<file path="src/rtl/csls_pkg.sv">
`timescale 1ns / 1ps
// Shared types, character codes and keyword table for the C-subset lexical scanner.
// Used by csls_front, csls_back and c_subset_lexical_scanner; depends on nothing.
package csls_pkg;

    localparam int NUM_KEYWORDS = 12;
    localparam int QUEUE_DEPTH  = 2;

    // Token classes
    localparam logic [2:0] TK_KEYWORD    = 3'd0;
    localparam logic [2:0] TK_IDENTIFIER = 3'd1;
    localparam logic [2:0] TK_INTEGER    = 3'd2;
    localparam logic [2:0] TK_FLOAT      = 3'd3;
    localparam logic [2:0] TK_ARITH      = 3'd4;
    localparam logic [2:0] TK_RELATIONAL = 3'd5;
    localparam logic [2:0] TK_ASSIGN     = 3'd6;
    localparam logic [2:0] TK_PUNCT      = 3'd7;

    // Character codes
    localparam logic [7:0] CH_TAB        = 8'h09;
    localparam logic [7:0] CH_NEWLINE    = 8'h0A;
    localparam logic [7:0] CH_CR         = 8'h0D;
    localparam logic [7:0] CH_SPACE      = 8'h20;
    localparam logic [7:0] CH_PERCENT    = 8'h25;
    localparam logic [7:0] CH_STAR       = 8'h2A;
    localparam logic [7:0] CH_PLUS       = 8'h2B;
    localparam logic [7:0] CH_MINUS      = 8'h2D;
    localparam logic [7:0] CH_DOT        = 8'h2E;
    localparam logic [7:0] CH_SLASH      = 8'h2F;
    localparam logic [7:0] CH_ZERO       = 8'h30;
    localparam logic [7:0] CH_NINE       = 8'h39;
    localparam logic [7:0] CH_LESS       = 8'h3C;
    localparam logic [7:0] CH_EQUALS     = 8'h3D;
    localparam logic [7:0] CH_GREATER    = 8'h3E;
    localparam logic [7:0] CH_UPPER_A    = 8'h41;
    localparam logic [7:0] CH_UPPER_Z    = 8'h5A;
    localparam logic [7:0] CH_UNDERSCORE = 8'h5F;
    localparam logic [7:0] CH_LOWER_A    = 8'h61;
    localparam logic [7:0] CH_LOWER_Z    = 8'h7A;

    typedef enum logic [3:0] {
        BC_SPACE,
        BC_NEWLINE,
        BC_SLASH,
        BC_STAR,
        BC_EQUALS,
        BC_REL,
        BC_ALPHA,
        BC_DIGIT,
        BC_DOT,
        BC_ARITH,
        BC_OTHER
    } t_byte_class;

    typedef enum logic [3:0] {
        SM_IDLE,
        SM_WORD,
        SM_NUM,
        SM_SLASH,
        SM_EQ,
        SM_REL,
        SM_LINE,
        SM_BLOCK,
        SM_STAR
    } t_scan_mode;

    typedef struct packed {
        logic [7:0]  data;
        t_byte_class cls;
        logic        eos;
    } t_item;

    typedef struct packed {
        logic [2:0]  cls;
        logic [7:0]  op;
        logic        weq;
        logic [6:0]  len;
        logic [3:0]  kw;
        logic [31:0] start;
        logic        too_long;
        logic        last;
    } t_token;

    function automatic logic [3:0] kw_len(input logic [3:0] k);
        logic [3:0] n;
        case (k)
            4'd0:    n = 4'd3;
            4'd1:    n = 4'd5;
            4'd2:    n = 4'd6;
            4'd3:    n = 4'd4;
            4'd4:    n = 4'd2;
            4'd5:    n = 4'd4;
            4'd6:    n = 4'd3;
            4'd7:    n = 4'd5;
            4'd8:    n = 4'd6;
            4'd9:    n = 4'd5;
            4'd10:   n = 4'd8;
            4'd11:   n = 4'd4;
            default: n = 4'd0;
        endcase
        return n;
    endfunction

    // Keyword text, right aligned: the last character sits in the low byte
    function automatic logic [63:0] kw_text(input logic [3:0] k);
        logic [63:0] t;
        case (k)
            4'd0:    t = "int";
            4'd1:    t = "float";
            4'd2:    t = "double";
            4'd3:    t = "char";
            4'd4:    t = "if";
            4'd5:    t = "else";
            4'd6:    t = "for";
            4'd7:    t = "while";
            4'd8:    t = "return";
            4'd9:    t = "break";
            4'd10:   t = "continue";
            4'd11:   t = "void";
            default: t = 64'h0;
        endcase
        return t;
    endfunction

    // Character at position i of keyword k, zero past its end
    function automatic logic [7:0] kw_char(input logic [3:0] k, input logic [2:0] i);
        logic [63:0] text;
        logic [3:0]  len;
        logic [3:0]  back;
        logic [7:0]  ch;
        text = kw_text(k);
        len  = kw_len(k);
        ch   = 8'h00;
        back = 4'd0;
        if ({1'b0, i} < len) begin
            back = len - 4'd1 - {1'b0, i};
            ch   = text[{back[2:0], 3'b000} +: 8];
        end
        return ch;
    endfunction

endpackage

</file>
<file path="src/rtl/csls_front.sv">
`timescale 1ns / 1ps
// Front end: accepts source bytes, classifies each one and queues it for the scanner.
// Depends on csls_pkg.
module csls_front (
    input  logic                 i_clk,
    input  logic                 i_rst_n,
    input  logic                 i_valid,
    output logic                 o_ready,
    input  logic [7:0]           i_source_byte,
    input  logic                 i_end_of_stream,
    output logic                 o_item_valid,
    output csls_pkg::t_item      o_item,
    input  logic                 i_item_pop
);

    localparam int PTR_W = (csls_pkg::QUEUE_DEPTH > 1) ? $clog2(csls_pkg::QUEUE_DEPTH) : 1;
    localparam int CNT_W = $clog2(csls_pkg::QUEUE_DEPTH + 1);

    csls_pkg::t_item r_queue [csls_pkg::QUEUE_DEPTH];
    logic [PTR_W-1:0] r_wr_ptr, n_wr_ptr;
    logic [PTR_W-1:0] r_rd_ptr, n_rd_ptr;
    logic [CNT_W-1:0] r_fill, n_fill;
    csls_pkg::t_item  class_item;
    logic             push;
    logic             pop;

    // Classify the incoming byte
    always_comb begin
        class_item.data = i_source_byte;
        class_item.eos  = i_end_of_stream;
        if (i_source_byte == csls_pkg::CH_NEWLINE) begin
            class_item.cls = csls_pkg::BC_NEWLINE;
        end else if (i_source_byte == csls_pkg::CH_SPACE ||
                     (i_source_byte >= csls_pkg::CH_TAB && i_source_byte <= csls_pkg::CH_CR)) begin
            class_item.cls = csls_pkg::BC_SPACE;
        end else if (i_source_byte == csls_pkg::CH_SLASH) begin
            class_item.cls = csls_pkg::BC_SLASH;
        end else if (i_source_byte == csls_pkg::CH_STAR) begin
            class_item.cls = csls_pkg::BC_STAR;
        end else if (i_source_byte == csls_pkg::CH_EQUALS) begin
            class_item.cls = csls_pkg::BC_EQUALS;
        end else if (i_source_byte == csls_pkg::CH_LESS ||
                     i_source_byte == csls_pkg::CH_GREATER) begin
            class_item.cls = csls_pkg::BC_REL;
        end else if ((i_source_byte >= csls_pkg::CH_LOWER_A &&
                      i_source_byte <= csls_pkg::CH_LOWER_Z) ||
                     (i_source_byte >= csls_pkg::CH_UPPER_A &&
                      i_source_byte <= csls_pkg::CH_UPPER_Z) ||
                     i_source_byte == csls_pkg::CH_UNDERSCORE) begin
            class_item.cls = csls_pkg::BC_ALPHA;
        end else if (i_source_byte >= csls_pkg::CH_ZERO &&
                     i_source_byte <= csls_pkg::CH_NINE) begin
            class_item.cls = csls_pkg::BC_DIGIT;
        end else if (i_source_byte == csls_pkg::CH_DOT) begin
            class_item.cls = csls_pkg::BC_DOT;
        end else if (i_source_byte == csls_pkg::CH_PLUS ||
                     i_source_byte == csls_pkg::CH_MINUS ||
                     i_source_byte == csls_pkg::CH_PERCENT) begin
            class_item.cls = csls_pkg::BC_ARITH;
        end else begin
            class_item.cls = csls_pkg::BC_OTHER;
        end
    end

    assign o_ready      = (r_fill != CNT_W'(csls_pkg::QUEUE_DEPTH));
    assign push         = i_valid && o_ready;
    assign o_item_valid = (r_fill != '0);
    assign pop          = i_item_pop && o_item_valid;
    assign o_item       = r_queue[r_rd_ptr];

    // Advance queue pointers and fill level
    always_comb begin
        n_wr_ptr = r_wr_ptr;
        n_rd_ptr = r_rd_ptr;
        n_fill   = r_fill;
        if (push) begin
            n_wr_ptr = (r_wr_ptr == PTR_W'(csls_pkg::QUEUE_DEPTH - 1)) ? '0 : r_wr_ptr + 1'b1;
        end
        if (pop) begin
            n_rd_ptr = (r_rd_ptr == PTR_W'(csls_pkg::QUEUE_DEPTH - 1)) ? '0 : r_rd_ptr + 1'b1;
        end
        if (push && !pop) begin
            n_fill = r_fill + 1'b1;
        end else if (pop && !push) begin
            n_fill = r_fill - 1'b1;
        end
    end

    always_ff @(posedge i_clk) begin
        if (!i_rst_n) begin
            r_wr_ptr <= '0;
            r_rd_ptr <= '0;
            r_fill   <= '0;
        end else begin
            r_wr_ptr <= n_wr_ptr;
            r_rd_ptr <= n_rd_ptr;
            r_fill   <= n_fill;
        end
    end

    // Store the classified item
    always_ff @(posedge i_clk) begin
        if (push) begin
            r_queue[r_wr_ptr] <= class_item;
        end
    end

    a_fill_bound: assert property (@(posedge i_clk) disable iff (!i_rst_n)
        r_fill <= CNT_W'(csls_pkg::QUEUE_DEPTH))
        else $error("queue fill above depth");

    a_pop_nonempty: assert property (@(posedge i_clk) disable iff (!i_rst_n)
        i_item_pop |-> r_fill != '0)
        else $error("scanner popped an empty queue");

endmodule

</file>
<file path="src/rtl/csls_back.sv">
`timescale 1ns / 1ps
// Back end: the scanner state machine, keyword matcher and two-slot token output.
// Depends on csls_pkg; fed by csls_front.
module csls_back #(
    parameter int LENGTH_LIMIT  = 64,
    parameter int POSITION_BITS = 32
) (
    input  logic                 i_clk,
    input  logic                 i_rst_n,
    input  logic                 i_item_valid,
    input  csls_pkg::t_item      i_item,
    output logic                 o_item_pop,
    output logic                 o_valid,
    input  logic                 i_ready,
    output csls_pkg::t_token     o_token
);

    localparam int CW  = $clog2(LENGTH_LIMIT + 1);
    localparam int LW  = (CW > 7) ? CW : 7;
    localparam int PW  = POSITION_BITS;
    localparam int SW  = (PW > 32) ? PW : 32;
    localparam int NKW = csls_pkg::NUM_KEYWORDS;

    // Scanner state
    csls_pkg::t_scan_mode r_mode, n_mode;
    logic [7:0]           r_held, n_held;
    logic [CW-1:0]        r_count, n_count;
    logic                 r_point, n_point;
    logic [NKW-1:0]       r_cand, n_cand;
    logic                 r_ovf, n_ovf;
    logic [PW-1:0]        r_start, n_start;
    logic [PW-1:0]        r_pos, n_pos;

    // Output slots
    logic                 r_out_valid, n_out_valid;
    csls_pkg::t_token     r_out, n_out;
    logic                 r_sec_valid, n_sec_valid;
    csls_pkg::t_token     r_sec, n_sec;

    logic                 out_free;
    logic                 pop;
    logic                 do_flush, do_fresh, do_extend, do_releq;
    logic                 begin_run;
    logic                 flush_v, fresh_v;
    csls_pkg::t_token     flush_tok, fresh_tok, releq_tok;
    logic                 t0_v, t1_v;
    csls_pkg::t_token     t0, t1;
    logic                 kw_hit;
    logic [3:0]           kw_idx;
    logic [NKW-1:0]       ext_base;
    logic [CW-1:0]        ext_count;
    logic [NKW-1:0]       cand_ext;
    logic [LW-1:0]        len_wide;
    logic [SW-1:0]        start_wide;
    logic [SW-1:0]        pos_wide;

    assign out_free   = !r_out_valid || i_ready;
    assign pop        = i_item_valid && !r_sec_valid && out_free;
    assign o_item_pop = pop;
    assign o_valid    = r_out_valid;
    assign o_token    = r_out;

    assign len_wide   = LW'(r_count);
    assign start_wide = SW'(r_start);
    assign pos_wide   = SW'(r_pos);

    // Next scan mode and the actions taken for this item
    always_comb begin
        n_mode    = r_mode;
        do_flush  = 1'b0;
        do_fresh  = 1'b0;
        do_extend = 1'b0;
        do_releq  = 1'b0;
        if (i_item.eos) begin
            do_flush = 1'b1;
            n_mode   = csls_pkg::SM_IDLE;
        end else begin
            case (r_mode)
                csls_pkg::SM_WORD: begin
                    if (i_item.cls == csls_pkg::BC_ALPHA || i_item.cls == csls_pkg::BC_DIGIT) begin
                        do_extend = 1'b1;
                    end else begin
                        do_flush = 1'b1;
                        do_fresh = 1'b1;
                    end
                end
                csls_pkg::SM_NUM: begin
                    if (i_item.cls == csls_pkg::BC_DIGIT || i_item.cls == csls_pkg::BC_DOT) begin
                        do_extend = 1'b1;
                    end else begin
                        do_flush = 1'b1;
                        do_fresh = 1'b1;
                    end
                end
                csls_pkg::SM_SLASH: begin
                    if (i_item.cls == csls_pkg::BC_SLASH) begin
                        n_mode = csls_pkg::SM_LINE;
                    end else if (i_item.cls == csls_pkg::BC_STAR) begin
                        n_mode = csls_pkg::SM_BLOCK;
                    end else begin
                        do_flush = 1'b1;
                        do_fresh = 1'b1;
                    end
                end
                csls_pkg::SM_EQ, csls_pkg::SM_REL: begin
                    if (i_item.cls == csls_pkg::BC_EQUALS) begin
                        do_releq = 1'b1;
                        n_mode   = csls_pkg::SM_IDLE;
                    end else begin
                        do_flush = 1'b1;
                        do_fresh = 1'b1;
                    end
                end
                csls_pkg::SM_LINE: begin
                    if (i_item.cls == csls_pkg::BC_NEWLINE) begin
                        n_mode = csls_pkg::SM_IDLE;
                    end
                end
                csls_pkg::SM_BLOCK: begin
                    if (i_item.cls == csls_pkg::BC_STAR) begin
                        n_mode = csls_pkg::SM_STAR;
                    end
                end
                csls_pkg::SM_STAR: begin
                    if (i_item.cls == csls_pkg::BC_SLASH) begin
                        n_mode = csls_pkg::SM_IDLE;
                    end else if (i_item.cls != csls_pkg::BC_STAR) begin
                        n_mode = csls_pkg::SM_BLOCK;
                    end
                end
                default: begin
                    do_fresh = 1'b1;
                end
            endcase
            // A fresh byte picks the mode by its class
            if (do_fresh) begin
                case (i_item.cls)
                    csls_pkg::BC_SLASH:  n_mode = csls_pkg::SM_SLASH;
                    csls_pkg::BC_EQUALS: n_mode = csls_pkg::SM_EQ;
                    csls_pkg::BC_REL:    n_mode = csls_pkg::SM_REL;
                    csls_pkg::BC_ALPHA:  n_mode = csls_pkg::SM_WORD;
                    csls_pkg::BC_DIGIT:  n_mode = csls_pkg::SM_NUM;
                    default:             n_mode = csls_pkg::SM_IDLE;
                endcase
            end
        end
    end

    assign begin_run = do_fresh &&
                       (i_item.cls == csls_pkg::BC_ALPHA || i_item.cls == csls_pkg::BC_DIGIT);

    // Narrow the keyword candidates by one more character
    always_comb begin
        ext_base  = begin_run ? '1 : r_cand;
        ext_count = begin_run ? '0 : r_count;
        for (int k = 0; k < NKW; k++) begin
            cand_ext[k] = ext_base[k] &&
                          (ext_count < CW'(csls_pkg::kw_len(4'(k)))) &&
                          (csls_pkg::kw_char(4'(k), ext_count[2:0]) == i_item.data);
        end
    end

    // Build the tokens this item can give
    always_comb begin
        kw_hit = 1'b0;
        kw_idx = 4'd0;
        for (int k = NKW - 1; k >= 0; k--) begin
            if (r_cand[k] && !r_ovf && CW'(csls_pkg::kw_len(4'(k))) == r_count) begin
                kw_hit = 1'b1;
                kw_idx = 4'(k);
            end
        end

        flush_v            = 1'b0;
        flush_tok.cls      = csls_pkg::TK_IDENTIFIER;
        flush_tok.op       = 8'h00;
        flush_tok.weq      = 1'b0;
        flush_tok.len      = 7'd1;
        flush_tok.kw       = 4'd0;
        flush_tok.start    = start_wide[31:0];
        flush_tok.too_long = 1'b0;
        flush_tok.last     = 1'b1;
        case (r_mode)
            csls_pkg::SM_WORD: begin
                flush_v            = 1'b1;
                flush_tok.len      = len_wide[6:0];
                flush_tok.cls      = kw_hit ? csls_pkg::TK_KEYWORD : csls_pkg::TK_IDENTIFIER;
                flush_tok.kw       = kw_hit ? kw_idx : 4'd0;
                flush_tok.too_long = kw_hit ? 1'b0 : r_ovf;
            end
            csls_pkg::SM_NUM: begin
                flush_v            = 1'b1;
                flush_tok.len      = len_wide[6:0];
                flush_tok.cls      = r_point ? csls_pkg::TK_FLOAT : csls_pkg::TK_INTEGER;
                flush_tok.too_long = r_ovf;
            end
            csls_pkg::SM_SLASH: begin
                flush_v       = 1'b1;
                flush_tok.cls = csls_pkg::TK_ARITH;
                flush_tok.op  = csls_pkg::CH_SLASH;
            end
            csls_pkg::SM_EQ: begin
                flush_v       = 1'b1;
                flush_tok.cls = csls_pkg::TK_ASSIGN;
                flush_tok.op  = csls_pkg::CH_EQUALS;
            end
            csls_pkg::SM_REL: begin
                flush_v       = 1'b1;
                flush_tok.cls = csls_pkg::TK_RELATIONAL;
                flush_tok.op  = r_held;
            end
            default: begin
                flush_v = 1'b0;
            end
        endcase

        fresh_v = (i_item.cls == csls_pkg::BC_ARITH) || (i_item.cls == csls_pkg::BC_STAR) ||
                  (i_item.cls == csls_pkg::BC_DOT) || (i_item.cls == csls_pkg::BC_OTHER);
        fresh_tok.cls      = (i_item.cls == csls_pkg::BC_ARITH || i_item.cls == csls_pkg::BC_STAR)
                             ? csls_pkg::TK_ARITH : csls_pkg::TK_PUNCT;
        fresh_tok.op       = i_item.data;
        fresh_tok.weq      = 1'b0;
        fresh_tok.len      = 7'd1;
        fresh_tok.kw       = 4'd0;
        fresh_tok.start    = pos_wide[31:0];
        fresh_tok.too_long = 1'b0;
        fresh_tok.last     = 1'b1;

        releq_tok.cls      = csls_pkg::TK_RELATIONAL;
        releq_tok.op       = r_held;
        releq_tok.weq      = 1'b1;
        releq_tok.len      = 7'd2;
        releq_tok.kw       = 4'd0;
        releq_tok.start    = start_wide[31:0];
        releq_tok.too_long = 1'b0;
        releq_tok.last     = 1'b1;

        // Order: pending token first, then the token of the new byte
        if (do_releq) begin
            t0_v = 1'b1;
            t0   = releq_tok;
            t1_v = 1'b0;
        end else begin
            t0_v = (do_flush && flush_v) || (do_fresh && fresh_v);
            t0   = (do_flush && flush_v) ? flush_tok : fresh_tok;
            t1_v = do_flush && flush_v && do_fresh && fresh_v;
        end
        t1      = fresh_tok;
        t0.last = !t1_v;
    end

    // Next scanner data
    always_comb begin
        n_held  = r_held;
        n_count = r_count;
        n_point = r_point;
        n_cand  = r_cand;
        n_ovf   = r_ovf;
        n_start = r_start;
        n_pos   = r_pos + 1'b1;
        if (i_item.eos) begin
            n_held = 8'h00;
            n_pos  = '0;
        end else if (do_releq) begin
            n_held = 8'h00;
        end else if (do_fresh) begin
            n_held = 8'h00;
            if (i_item.cls == csls_pkg::BC_SLASH || i_item.cls == csls_pkg::BC_EQUALS ||
                i_item.cls == csls_pkg::BC_REL) begin
                n_held  = i_item.data;
                n_start = r_pos;
            end
            if (begin_run) begin
                n_start = r_pos;
                n_count = CW'(1);
                n_point = 1'b0;
                n_ovf   = 1'b0;
                n_cand  = cand_ext;
            end
        end else if (do_extend) begin
            n_cand = cand_ext;
            if (i_item.cls == csls_pkg::BC_DOT) begin
                n_point = 1'b1;
            end
            if (r_count >= CW'(LENGTH_LIMIT)) begin
                n_ovf = 1'b1;
            end else begin
                n_count = r_count + 1'b1;
            end
        end
    end

    // Next output slots: the second token waits behind the first
    always_comb begin
        n_out_valid = r_out_valid;
        n_out       = r_out;
        n_sec_valid = r_sec_valid;
        n_sec       = r_sec;
        if (out_free) begin
            if (r_sec_valid) begin
                n_out_valid = 1'b1;
                n_out       = r_sec;
                n_sec_valid = 1'b0;
            end else if (pop && t0_v) begin
                n_out_valid = 1'b1;
                n_out       = t0;
            end else begin
                n_out_valid = 1'b0;
            end
        end
        if (pop && t1_v) begin
            n_sec_valid = 1'b1;
            n_sec       = t1;
        end
    end

    always_ff @(posedge i_clk) begin
        if (!i_rst_n) begin
            r_mode      <= csls_pkg::SM_IDLE;
            r_held      <= 8'h00;
            r_count     <= '0;
            r_point     <= 1'b0;
            r_cand      <= '0;
            r_ovf       <= 1'b0;
            r_start     <= '0;
            r_pos       <= '0;
            r_out_valid <= 1'b0;
            r_sec_valid <= 1'b0;
        end else begin
            if (pop) begin
                r_mode  <= n_mode;
                r_held  <= n_held;
                r_count <= n_count;
                r_point <= n_point;
                r_cand  <= n_cand;
                r_ovf   <= n_ovf;
                r_start <= n_start;
                r_pos   <= n_pos;
            end
            r_out_valid <= n_out_valid;
            r_sec_valid <= n_sec_valid;
        end
    end

    // Hold token payloads
    always_ff @(posedge i_clk) begin
        r_out <= n_out;
        r_sec <= n_sec;
    end

    a_sec_behind_out: assert property (@(posedge i_clk) disable iff (!i_rst_n)
        r_sec_valid |-> r_out_valid)
        else $error("second token slot full while output slot empty");

    a_no_pop_pending: assert property (@(posedge i_clk) disable iff (!i_rst_n)
        o_item_pop |-> !r_sec_valid)
        else $error("item taken while a second token waits");

    a_eos_restart: assert property (@(posedge i_clk) disable iff (!i_rst_n)
        (o_item_pop && i_item.eos) |=> (r_pos == '0 && r_mode == csls_pkg::SM_IDLE))
        else $error("end marker did not restart the scanner");

endmodule

</file>
<file path="src/rtl/c_subset_lexical_scanner.sv">
`timescale 1ns / 1ps
// Lexical scanner for a small C subset: top level joining front end and scanner back end.
// Depends on csls_pkg, csls_front and csls_back.
//
// Feed one source byte per item, with i_end_of_stream set on a final item to flush any
// pending token and restart the stream offset at zero. The scanner takes one item per clock
// when the token side keeps up and no second token waits: a two-entry queue parts the byte
// classifier from the scanner state machine, and the result side has an output register plus
// one waiting slot. A byte that ends a pending token and also forms a token of its own gives
// two tokens, which leave one after the other; while the second waits, no item is taken. An
// accepted byte is registered in the queue and then in the output register before its first
// token shows. Words and numbers longer than LENGTH_LIMIT report a saturated length and raise
// o_too_long. There is no clearing pass after reset.
module c_subset_lexical_scanner #(
    parameter int LENGTH_LIMIT  = 64,
    parameter int POSITION_BITS = 32
) (
    input  logic        i_clk,
    input  logic        i_rst_n,
    input  logic        i_valid,
    output logic        o_ready,
    input  logic [7:0]  i_source_byte,
    input  logic        i_end_of_stream,
    output logic        o_valid,
    input  logic        i_ready,
    output logic [2:0]  o_token_class,
    output logic [7:0]  o_operator_byte,
    output logic        o_with_equals,
    output logic [6:0]  o_lexeme_length,
    output logic [3:0]  o_keyword_index,
    output logic [31:0] o_start_offset,
    output logic        o_too_long,
    output logic        o_last_of_run
);

    logic              item_valid;
    csls_pkg::t_item   item;
    logic              item_pop;
    csls_pkg::t_token  token;

    csls_front u_front (
        .i_clk           (i_clk),
        .i_rst_n         (i_rst_n),
        .i_valid         (i_valid),
        .o_ready         (o_ready),
        .i_source_byte   (i_source_byte),
        .i_end_of_stream (i_end_of_stream),
        .o_item_valid    (item_valid),
        .o_item          (item),
        .i_item_pop      (item_pop)
    );

    csls_back #(
        .LENGTH_LIMIT  (LENGTH_LIMIT),
        .POSITION_BITS (POSITION_BITS)
    ) u_back (
        .i_clk        (i_clk),
        .i_rst_n      (i_rst_n),
        .i_item_valid (item_valid),
        .i_item       (item),
        .o_item_pop   (item_pop),
        .o_valid      (o_valid),
        .i_ready      (i_ready),
        .o_token      (token)
    );

    // Unpack the token onto its ports
    assign o_token_class   = token.cls;
    assign o_operator_byte = token.op;
    assign o_with_equals   = token.weq;
    assign o_lexeme_length = token.len;
    assign o_keyword_index = token.kw;
    assign o_start_offset  = token.start;
    assign o_too_long      = token.too_long;
    assign o_last_of_run   = token.last;

endmodule
</file>
<file path="config.mk">
export PLATFORM = sky130hd
export DESIGN_NAME = c_subset_lexical_scanner
export DESIGN_NICKNAME = d
export VERILOG_FILES = /design/src/rtl/csls_pkg.sv /design/src/rtl/csls_front.sv /design/src/rtl/csls_back.sv /design/src/rtl/c_subset_lexical_scanner.sv
export SDC_FILE = /design/constraint.sdc
export NUM_CORES = 1
export LEC_CHECK = 0
export BUFFER_PORTS_ARGS = -buffer_cell sky130_fd_sc_hd__buf_2
export CORE_MARGIN = 2
export CORE_UTILIZATION = 40
export CTS_CLUSTER_SIZE = 28
export DETAILED_ROUTE_END_ITERATION = 8
export RECOVER_POWER = 50
export SYNTH_ARGS = -nofsm -noshare
export SYNTH_HDL_FRONTEND = slang
export SYNTH_SLANG_ARGS = --single-unit
</file>
<file path="constraint.sdc">
create_clock -name i_clk -period 11.65 [get_ports i_clk]
set_clock_uncertainty 0.15 [all_clocks]
set_input_delay 2.33 -clock i_clk [delete_from_list [all_inputs] [get_ports i_clk]]
set_output_delay 2.33 -clock i_clk [all_outputs]
set_load 0.02 [all_outputs]
</file>
==> metrics.md <==
| Metric | Value |
|---|---|
| Post-synthesis cell type count | 86 |
| Final setup margin | 5379 ps |
| Core box area | 29480 um^2 |
| NumNets Final | 1313 |
| Final ANT Viol Nets | 0 |
| Clock Latency Late Sink | 520 ps |
| Top-area cell type share of the netlist area | 0.3121 |
| Cells after synthesis | 1233 |
| Register area share after synthesis | 0.4867 |
| Critical Path End Type | flip-flop |
| Leakage power | 0.004166 uW |
| Slowest-stage cell, CP | clkbuf_1 |
| Largest net degree at the start of global routing | 89 |
| Commonest non-fill, non-tap cells in the layout | nor2_1, edfxtp_1, nand2_1 |
| Peak VDD IR | 129.5 uV |
| Max stage delay on crit path | 1080 ps |
| Combinational share of power | 0.306 |
| Critical path launch point type | flip-flop |
| Delay-heaviest family, CP | compound AO/OA/AOI/OAI gates |
| Clock buffer depth | 3 |
| Vias | 9501 |
| Placed Instances | 1640 |
| Sw power | 869.0 uW |
| Net Sw Frac | 0.3533 |
| Worst Path Class, Setup | flip-flop to flip-flop |
| Post-Synth Adder-Cell Area | 0.02517 |
| Critical Path AT | 6580 ps |
| Share of layout cells above drive strength 1 | 0.06028 |
| Post-DP HPWL | 19.73 mm |
| Wirelength, routed | 29.84 mm |
| CTS resizes | 0 |
| Mux cell area share after synthesis | 0.07195 |
| Tmin final | 6271 ps |
| Min-delay src | u_back.r_cand[3] |
| Simple-Gate Fraction of Synth Area | 0.1758 |
| IO buf count | 71 |
| Layout area overhead | 11.20% |
| CTS tree | yes |
| Commonest non-fill, non-tap cell in the layout | nor2_1 |
| Root buf cell | clkbuf_16 |
| Sequential power share | 0.395 |
| Power Internal | 1591 uW |
| Crit Path Max Fanout | 28 |
| Die Span Y | 176.7 um |
| GRT Total Usage | 0.1883 |
| Yosys warning total | 0 |
| Htree depth | 1 |
| Setup WS pre-CTS | 6090 ps |
| Worst R2R End | u_back.r_cand[7] |
| Initial antenna violation count | 1 |
| MaxCap Viol Count | 1 |
| Endpoint with the worst hold slack | u_back.r_cand[3] |
| Area leader, netlist | edfxtp_1 |
| Worst-Margin Slew | 3406 ps |
| RSZ-0062 raised after global routing | false |
| Clock power frac | 0.299 |
| Hold depth | 2 |
| Core Rows | 63 |
| Vias in the first global route | 8593 |
| Vias per inst | 5.642 |
| Clk slew on worst S/H paths | 60 ps |
| Post-synth ARST share | 0 |
| Clock Sinks | 228 |
| Ys flop type | edfxtp_1 |
| Synthesis-stage register bit count | 228 |
| Postcts setup bufs | 0 |
| # DRC | 1 |
| CTS Buf Count | 24 |
| WL/cell | 17.72 um |
| Post-Syn Area | 11930 um^2 |
| Post-Synth XOR/XNOR Area | 0.03891 |
| First-pass GRT wire length | 47.66 mm |
| Failing checks | design-rule violations, max-capacitance violations, max-slew violations |
| IO Count | 72 |
| Worst-path cell chain | clkbuf_1 > mux2i_1 > nor4_2 > a211oi_1 > a211o_4 > nand2_8 > inv_4 > ha_1 > nor2_1 > a21oi_1 > nor2_1 > or3_1 > a2111oi_4 > a32o_1 |
| Worst Path Required | 11960 ps |
| Starting density of the core | 0.4046 |
| Area of the die | 31220 um^2 |
| Crit share post-route | 0.5383 |
| Hold_buf cts | 0 |
| Hold Fails Final Rpt | 0 |
| Buf/Inv on CP | 2 |
| Hold crit path type | flip-flop to flip-flop |
| Fmax achieved | 0.1595 GHz |
| Synth Area in Compound Gates | 0.1638 |
| Non-Filler Instances | 1684 |
| # setup viols final | 0 |
| Syn_nets | 1270 |
| Most common cell on crit path | nor2_1 |
| Final Wtd Congestion | 0.9346 |
| Syn_area_per_cell | 9.675 um^2 |
| Initial DRT Pass Iterations | 9 |
| Diode count | 0 |
| Max-Slew Margin vs Limit | -1.271 |
| Status | finished, violations left |
| Worst-case reg-to-reg path depth | 14 |
| Final Hold Slack | 337.9 ps |
| Largest family of logic cells by synthesized area | simple AND/OR/NAND/NOR gates |
| Cell area power density | 185.4 nW/um^2 |
| Gr ovfl total | 0 |
| Reg2reg setup slack | 5380 ps |
| Number of synthesized flops with an enable pin | 124 |
| Setup TNS | 0 ps |
| Die X | 176.7 um |
| Synth area leaders | edfxtp_1, dfxtp_1, mux2i_1 |
| Starting DRT DRC Count | 1078 |
| Fin. max-slew vios | 70 |
[tightest hold or removal path, cell delays in order (launching register included)]
cell      delay (ps)
dfxtp_1          330
inv_1             70
a211oi_2          50
[flip-flops by register name, indices dropped and copies added (netlist names), named ones only]
name and count:
u_back.o_token 57, u_front.r_wr_ptr 1, u_back.o_valid 1, u_back.r_start 32, u_back.r_cand 12, u_back.r_sec_valid 1
u_back.r_ovf 1, u_back.pos_wide 32, u_back.r_held 8, u_back.r_point 1, u_front.r_fill 2, u_back.r_sec 41
u_back.r_mode 4, u_front.r_queue 26, u_back.len_wide 7, u_front.r_rd_ptr 1
[worst max-delay path by stage]
stage	startpoint	end	slack, ps	cells after the start
CTS	flip-flop	u_back.r_cand[9]	6590	14
finish	flip-flop	u_back.r_cand[7]	5380	14
floorplan	i_ready	u_back.r_sec[10]	3970	4
global route	flip-flop	u_back.r_cand[9]	4900	14
global placement	i_ready	u_back.r_cand[7]	6270	10
detailed placement	i_ready	u_back.r_cand[9]	6090	10
[per-stage QoR]
stage               utilization  cell area, um^2  power, uW
floorplan                     -            11930       1532
global placement         0.4285            12630       1742
detailed placement       0.4285            12630       1750
CTS                      0.4542            13390       2486
global route             0.4500            13270       2583
finish                   0.4500            13270       2460
[final cells by class]
class,instances,area (um^2)
Multi-Input combinational cell,894,5689
Fill cell,2863,16220
Timing Repair Buffer,90,377.9
Tap cell,390,488.0
Clock inverter,16,132.6
Clock buffer,28,625.6
Inverter,38,145.1
Sequential cell,228,5807
[power by group through the flow]
stage          Sequential [uW]  Combinational [uW]  Clock (uW)
2_1_floorplan             1020                 515           0
3_3_place_gp               985                 756           0
3_5_place_dp               987                 763           0
4_1_cts                    970                 766         750
5_1_grt                    978                 820         786
6_report                   971                 754         734
[synth_stat cells, types with 13 or more instances]
cell type    n
mux2i_1     79
and3_1      14
clkbuf_1    57
xor2_1      13
edfxtp_1   124
a21oi_1     79
inv_1       30
ha_1        24
nand3_1     24
xnor2_1     40
nor3_1      35
nand2_1    107
nor2_1     152
nand4_1     13
o21ai_0     96
dfxtp_1    104
[routing by layer]
layer  vias to the layer above  wire, um  share of wire  global-route usage
li1                       4600         -              -                   -
met1                      4513     13980           0.47              0.2748
met2                       330     13280           0.45              0.2896
met3                        56      1959          0.066             0.02942
met4                         2       617          0.021             0.05165
met5                         -         7        0.00023                   0
[kinds of logic (layout without fill, tap and decap cells)]
family                   Yosys count  in the layout
multiplexers                      84             84
adder cells (fa/ha/maj)           24             24
AO/OA/AOI/OAI                    299            299
flip-flops                       228            228
XOR/XNOR                          53             53
AND/OR/NAND/NOR                  434            434
buffers and inverters            111            172
(Power assumes the default switching activity.)
